**config.mk**
```make
export PLATFORM = sky130hd
export DESIGN_NAME = tfb_regs
export DESIGN_NICKNAME = d
export VERILOG_FILES = /design/src/hw/rtl/tfb_pkg.sv /design/src/hw/rtl/tfb_regs.sv
export SDC_FILE = /design/constraint.sdc
export NUM_CORES = 1
export LEC_CHECK = 0
export BUFFER_PORTS_ARGS = -buffer_cell sky130_fd_sc_hd__buf_4
export CORE_ASPECT_RATIO = 0.75
export CORE_UTILIZATION = 35
export DETAILED_ROUTE_END_ITERATION = 8
export HOLD_SLACK_MARGIN = 0.02
export PLACE_DENSITY = 0.84
export SYNTH_ARGS = -nofsm -noshare
export SYNTH_HDL_FRONTEND = slang
export SYNTH_SLANG_ARGS = --single-unit
```
**constraint.sdc**
```tcl
create_clock -name clk -period 2.17 [get_ports clk]
set_clock_uncertainty 0.15 [all_clocks]
set_input_delay 0.434 -clock clk [delete_from_list [all_inputs] [get_ports clk]]
set_output_delay 0.434 -clock clk [all_outputs]
set_load 0.01 [all_outputs]
```
**src/hw/rtl/tfb_pkg.sv**
```systemverilog
// tfb_pkg: shared constants, result word type and latency helper for the frame builder
`default_nettype none
package tfb_pkg;

    // unit scale of the frame vectors (one = 2^UNIT_FRAC_BITS)
    localparam int UNIT_FRAC_BITS = 14;

    // configuration register
    localparam int THR_W         = 11;
    localparam int THR_RESET     = 1;
    localparam int ADDR_W        = 3;
    localparam logic REG_THRESHOLD = 1'b0;

    // normaliser datapath widths
    localparam int MAG_W  = 31;
    localparam int ROOT_W = 32;

    // cycles through one normaliser: abs, scale, square, sum, root, divide, clamp
    function automatic int norm_lat(input int f);
        return 4 + ROOT_W + (f + 1) + 1;
    endfunction

    // one result word as it leaves the block
    typedef struct packed {
        logic signed [15:0] normal_x;
        logic signed [15:0] normal_y;
        logic signed [15:0] normal_z;
        logic signed [15:0] binormal_x;
        logic signed [15:0] binormal_y;
        logic signed [15:0] binormal_z;
        logic signed [15:0] tangent_x;
        logic signed [15:0] tangent_y;
        logic signed [15:0] tangent_z;
        logic signed [31:0] origin_x;
        logic signed [31:0] origin_y;
        logic signed [31:0] origin_z;
    } result_t;

endpackage
`default_nettype wire

```
**src/hw/rtl/tfb_regs.sv**
```systemverilog
// tfb_regs: apb register file holding the parallel threshold
`default_nettype none
module tfb_regs
(
    input  wire logic                        clk,
    input  wire logic                        rst_n,
    input  wire logic                        psel,
    input  wire logic                        penable,
    input  wire logic                        pwrite,
    input  wire logic [tfb_pkg::ADDR_W-1:0]  paddr,
    input  wire logic [31:0]                 pwdata,
    output logic      [31:0]                 prdata,
    output logic                             pready,
    output logic      [tfb_pkg::THR_W-1:0]   threshold
);

    logic [tfb_pkg::THR_W-1:0] thr_reg;
    logic                      hit;

    assign hit    = (paddr[tfb_pkg::ADDR_W-1:2] == tfb_pkg::REG_THRESHOLD);
    assign pready = 1'b1;

    // register write in the access phase
    always_ff @(posedge clk or negedge rst_n)
    begin
        if (!rst_n)
        begin
            thr_reg <= tfb_pkg::THR_W'(tfb_pkg::THR_RESET);
        end
        else if (psel && penable && pwrite && hit)
        begin
            thr_reg <= pwdata[tfb_pkg::THR_W-1:0];
        end
    end

    // read back
    always_comb
    begin
        prdata = '0;
        if (hit)
        begin
            prdata = 32'(thr_reg);
        end
    end

    assign threshold = thr_reg;

endmodule
`default_nettype wire

```
==> qor.txt, run 1 <==
=====================================================================================
Comb pwr share .........................................................        0.408
Routed WL per cell ..................................................... 10.9 microns
Vias per inst ..........................................................         3.94
Pre-CTS setup slack ....................................................       556 ps
DR iter-0 viols ........................................................            2
Total wire length after detailed routing ...............................      1.32 mm
Number of vias after detailed routing ..................................          477
Floorplan die area .....................................................   2240 sq um
First-pass GRT wire length .............................................      1.79 mm
Yosys synthesis warning count ..........................................            0
I/O pin total ..........................................................           84
Cell-by-cell trace of the critical path ................................ nor2b_1 > buf_4
Stage delay of the slowest cell on the critical path ...................       550 ps
Portion of the post-synthesis area used by sequential elements .........        0.384
Max Transition Viols Final .............................................            0
Root buffer cell ....................................................... sky130_fd_sc_hd__clkbuf_4
Switching component of the power .......................................     0.212 mW
CTS Buf Count ..........................................................            3
CTS Hold Buffers Added .................................................            1
Area post-placement ....................................................    927 sq um
Yosys reg bits .........................................................           11
Latest clock arrival within the worst-skew pair ........................       260 ps
Total power divided by cell area .......................................  744 nW/um^2
Area added between synthesis and finish ................................        33.9%
Worst setup path class ................................................. flip-flop to primary output
Number of antenna repair diodes ........................................            0
Largest net degree at the start of global routing ......................           13
Maximum fanout along the worst path ....................................            3
Post-detailed-route count of antenna-violating nets ....................            0
Standard cell with the maximum stage delay on the critical path ........ sky130_fd_sc_hd__dfstp_2
Worst Hold Margin ......................................................       248 ps
CP Launch Type .........................................................    flip-flop
Minimum clock period after layout ......................................      1640 ps
Post-CTS setup buffer count ............................................            0
Number of port buffers .................................................           38
Post-Synthesis Mean Instance Area ......................................   12.0 sq um
Level count of the clock H-tree ........................................            1
Sink count of the clock tree ...........................................           11
First-pass detailed-route iteration total ..............................            3
Max Freq ...............................................................    0.608 GHz
RD Place Congestion ....................................................        0.589
Die outline width ...................................................... 54.4 microns
Switching Share ........................................................        0.295
Post-synth cell types ..................................................           11
Cell internal pwr ......................................................     0.505 mW
Clk pin slew, worst setup/hold paths ...................................        70 ps
Post-Route Setup TNS ...................................................         0 ps
Maximum VDD drop .......................................................   0.000446 V
Most frequent standard cell in the layout excluding fill and tap cells . sky130_fd_sc_hd__buf_4
Number of nets in the final layout .....................................          140
RSZ-0062 raised after global routing ...................................        false
Mapped Cells ...........................................................           60
Share of the cycle needed by the critical path after routing ...........        0.758
CTS tree ...............................................................         done
Post-DP HPWL ...........................................................  998 microns
Starting utilization of the core area ..................................        0.395
Site Rows ..............................................................           13
Count of instances resized after the clock tree is built ...............            0
Max-cap violations .....................................................            0
Via count of the first global-routing pass .............................          402
Netlist Area Pre-Place .................................................    719 sq um
Total buffers and inverters traversed by the critical path .............            1
Multi-input combinational cell area ....................................    338 sq um
Total Routing Usage GR .................................................        0.124
Power share of the clock group .........................................        0.189
Maximum number of buffers from clock root to sink ......................            2
Worst path top cell family by delay ....................................   flip-flops
Final instance area ....................................................    963 sq um
Largest register FFs ...................................................           11
Total core area ........................................................   1820 sq um
Share of layout cells above drive strength 1 ...........................        0.545
Element type at the critical path end .................................. primary output
Arrival time reported for the critical path endpoint ...................      1060 ps
Status ................................................................. finished, final reports clean
Data required time of the worst path ...................................      1590 ps
Number of hold violations in the final report ..........................            0
Pleak ..................................................................     0.551 nW
Die height ............................................................. 41.3 microns
Final-report setup violation count .....................................            0
Area of all sequential standard cells ..................................    277 sq um
Most frequent cells in the layout ...................................... 38 x sky130_fd_sc_hd__buf_4, 22 x sky130_fd_sc_hd__conb_1, 10 x sky130_fd_sc_hd__nor2b_1, 10 x sky130_fd_sc_hd__mux2_4, 10 x sky130_fd_sc_hd__dfrtp_1
Number of filler instances in the final layout .........................          171
Worst min-delay path category .......................................... input port to flip-flop
Post-detailed-route DRC marker count ...................................            0
Antenna violations before repair .......................................            0
Share of power burned in registers .....................................        0.403
Minimum setup slack in the final design ................................       525 ps
Total global routing overflow ..........................................            0
=====================================================================================
cell type report:
cell class | count | area share
Clock buffer | 4 | 0.0273
Sequential cell | 11 | 0.287
Tap cell | 22 | 0.0286
Multi-Input combinational cell | 45 | 0.351
Timing Repair Buffer | 39 | 0.306
routing by layer:
| layer | part of all wire | track usage | up-vias |
|---|---|---|---|
| li1 | - | - | 225 |
| met1 | 0.40 | 0.143 | 221 |
| met2 | 0.51 | 0.198 | 31 |
| met3 | 0.085 | 0.0444 | 0 |
| met4 | 0 | 0.0769 | 0 |
| met5 | 0 | 0 | - |
final timing paths:
kind	start	endpoint	slack, ps	cells after the start
worst max-delay path	threshold[0]	prdata[0]	530	2
worst min-delay path	pwdata[8]	threshold[8]	250	2
worst max register to register	threshold[7]	threshold[7]	1250	1
worst min register to register	threshold[5]	threshold[5]	390	1
max in group asynchronous	rst_n	threshold[0]	1260	2
min in group asynchronous	rst_n	threshold[7]	380	2
Yosys cell counts:
cell type                  count  area share
sky130_fd_sc_hd__buf_4        22        0.23
sky130_fd_sc_hd__dfrtp_1      10        0.35
sky130_fd_sc_hd__mux2_4       10        0.21
sky130_fd_sc_hd__nor2b_1      10       0.087
sky130_fd_sc_hd__conb_1        2       0.010
sky130_fd_sc_hd__and2b_1       1       0.010
sky130_fd_sc_hd__buf_6         1       0.016
sky130_fd_sc_hd__clkbuf_1      1      0.0052
sky130_fd_sc_hd__dfstp_2       1       0.037
sky130_fd_sc_hd__mux2_2        1       0.016
sky130_fd_sc_hd__nand4b_4      1       0.033
power by group through the flow:
stage	Combinational, mW	Sequential [mW]	Clock (mW)
floorplan	0.155	0.307	0
global placement	0.288	0.289	0
detailed placement	0.293	0.291	0
CTS	0.294	0.289	0.143
global route	0.313	0.294	0.159
finish	0.293	0.289	0.135
cells by family after synthesis:
logic type             Yosys count  share of synthesized area
muxes                           11                      0.224
DFF                             11                      0.384
buffers and inverters           24                      0.250
other                            2                     0.0104
and+or+nand+nor                 12                      0.130
metrics by stage:
stage          total power [mW]  instances  utilization
6_report                  0.716        121        0.529
5_1_grt                   0.767        121        0.529
4_1_cts                   0.726        121        0.529
3_5_place_dp              0.583        116        0.509
3_3_place_gp              0.577        116        0.509
2_1_floorplan             0.462         80            -
Power figures use the tool's default switching activity.
==> inputs of run 2 (changes only) <==
CORE_UTILIZATION = 29   (was 35)
PLACE_DENSITY = 0.74   (was 0.84)
clock period = 1.3 ns   (was 2.17 ns; I/O delays follow)
==> run 2 against run 1 <==
  * The run now ends with negative setup slack left
  * Non-clock buffer count up 14
  * First-iteration DRC count rose to 3.0 times the previous value
  * Combinational power up 120%
  * Die area up 20%
  * Sequential share of layout area down 4.0 points
  * Hold slack worse by 180 ps
  * Highest routed layer unchanged
  * Count of clock-buffer cells in the layout down 1
  * Global-route usage down 1.9 points
  * Utilization down 4.9 points
==> qor.txt, run 2 (synthesized netlist as in run 1, its figures left out) <==
=====================================================================================
Status ................................................................. complete, but fails checks
Failing checks ......................................................... negative setup slack
Share of layout cells above drive strength 1 ...........................        0.628   +0.0829
Max Freq ...............................................................    0.693 GHz
Die height ............................................................. 45.1 microns   +9.4%
First-pass detailed-route iteration total ..............................            2   -1
Worst Hold Margin ......................................................      67.0 ps   -181 ps
Area post-placement ....................................................    965 sq um   +4.0%
Most frequent standard cell in the layout excluding fill and tap cells . sky130_fd_sc_hd__buf_4
Maximum VDD drop .......................................................   0.000448 V   +0.36%
Maximum number of buffers from clock root to sink ......................            2   unchanged
Total power divided by cell area ....................................... 1210 nW/um^2   +62%
First-pass GRT wire length .............................................      2.08 mm   +17%
Largest net degree at the start of global routing ......................           12   -1
Max Transition Viols Final .............................................            0   unchanged
Final-report setup violation count .....................................           15   +15
Number of antenna repair diodes ........................................            0   unchanged
Site Rows ..............................................................           15   +2
RD Place Congestion ....................................................        0.616   +4.6%
Total Routing Usage GR .................................................        0.105   -0.0188
Pleak ..................................................................     0.632 nW   +15%
Largest register FFs ...................................................           11   unchanged
Share of the cycle needed by the critical path after routing ...........         1.11
Vias per inst ..........................................................         3.58   -9.2%
Floorplan die area .....................................................   2690 sq um   +20%
Post-detailed-route DRC marker count ...................................            0   unchanged
I/O pin total ..........................................................           84   unchanged
Minimum clock period after layout ......................................      1440 ps
Number of hold violations in the final report ..........................            0   unchanged
Die outline width ...................................................... 59.5 microns   +9.5%
Number of vias after detailed routing ..................................          526   +10%
Number of nets in the final layout .....................................          154   +10%
Total global routing overflow ..........................................            0   unchanged
Final instance area ....................................................   1120 sq um   +16%
DR iter-0 viols ........................................................            6   +4
Post-DP HPWL ...........................................................      1.14 mm   +14%
Max-cap violations .....................................................            0   unchanged
Worst min-delay path category .......................................... input port to flip-flop
Total wire length after detailed routing ...............................      1.48 mm   +13%
Starting utilization of the core area ..................................        0.309   -0.0858
Clk pin slew, worst setup/hold paths ...................................        70 ps   about the same
Arrival time reported for the critical path endpoint ...................      1030 ps   -30 ps
Element type at the critical path end .................................. primary output
Maximum fanout along the worst path ....................................            2   -1
Latest clock arrival within the worst-skew pair ........................       270 ps   about the same
Most frequent cells in the layout ...................................... 46 x sky130_fd_sc_hd__buf_4, 22 x sky130_fd_sc_hd__conb_1, 10 x sky130_fd_sc_hd__mux2_4, 10 x sky130_fd_sc_hd__dfrtp_1, 8 x sky130_fd_sc_hd__nor2b_1
Routed WL per cell ..................................................... 10.1 microns   -7.4%
Data required time of the worst path ...................................       890 ps   -700 ps
CTS tree ...............................................................         done
Antenna violations before repair .......................................            0   unchanged
CTS Buf Count ..........................................................            3   unchanged
Number of port buffers .................................................           38   unchanged
Sink count of the clock tree ...........................................           11   unchanged
Post-detailed-route count of antenna-violating nets ....................            0   unchanged
Minimum setup slack in the final design ................................      -142 ps   -668 ps
CP Launch Type .........................................................    flip-flop
Via count of the first global-routing pass .............................          493   +23%
Root buffer cell ....................................................... sky130_fd_sc_hd__clkbuf_4
Worst setup path class ................................................. flip-flop to primary output
Level count of the clock H-tree ........................................            1   unchanged
Area added between synthesis and finish ................................        55.3%
RSZ-0062 raised after global routing ...................................         true
Total core area ........................................................   2330 sq um   +28%
=====================================================================================
==> run 2: final cells by class <==
type	instances	area [sq um]
well taps	34	42.5
fillers	239	1210
clock buffers	3	22.5
repair buffers	53	423
flip-flops and latches	11	277
clock inverters	1	5.00
multi-input cells	45	348
==> run 2: through the flow <==
step	instances	utilization	setup TNS [ps]	power [mW]	setup WS (ps)
finish	147	0.480	-682	1.35	-142
global route	147	0.480	-1390	1.43	-186
CTS	141	0.450	-917	1.29	-166
detailed placement	131	0.415	0	0.983	6.87
global placement	131	0.415	0	0.969	15.5
floorplan	80	-	0	0.772	132
==> run 2: what timing repair did <==
item	CTS	global route
endpoints found under the hold margin	11	0
buffers inserted	5	6
hold buffers	1	0
setup endpoints to repair	12	13
gates resized for setup	2	6
pin swaps	0	0
==> run 2: metal layers <==
metal / track usage / routed length, microns / part of all wire / vias to the layer above
met5: 0 / 0 / 0 / -
met4: 0.0140 / 0 / 0 / 0
met3: 0.0287 / 92 / 0.062 / 0
met2: 0.209 / 812 / 0.55 / 28
met1: 0.114 / 578 / 0.39 / 246
li1: - / - / - / 252
==> run 2: path summary, 6_finish.rpt <==
path                                    from            to  slack (ps)  depth (start not counted)
worst max-delay path            threshold[0]     prdata[0]        -140                          2
worst min-delay path               pwdata[7]  threshold[7]          70                          2
worst max register to register  threshold[6]  threshold[6]         180                          3
worst min register to register  threshold[5]  threshold[5]         390                          1
max in group asynchronous              rst_n  threshold[0]         570                          2
min in group asynchronous              rst_n  threshold[9]         210                          2
==> run 2: worst max-delay path, cell delays in order, from the launching register on <==
cell and delay (ps):
sky130_fd_sc_hd__dfstp_2 530, sky130_fd_sc_hd__nor2b_4 130, sky130_fd_sc_hd__buf_6 100
==> run 2: power by group <==
part           leakage, nW  total [mW]  internal, mW  switching, mW
Combinational        0.484       0.651         0.421          0.230
Clock               0.0177       0.230         0.114          0.117
Sequential           0.131       0.469         0.423         0.0459
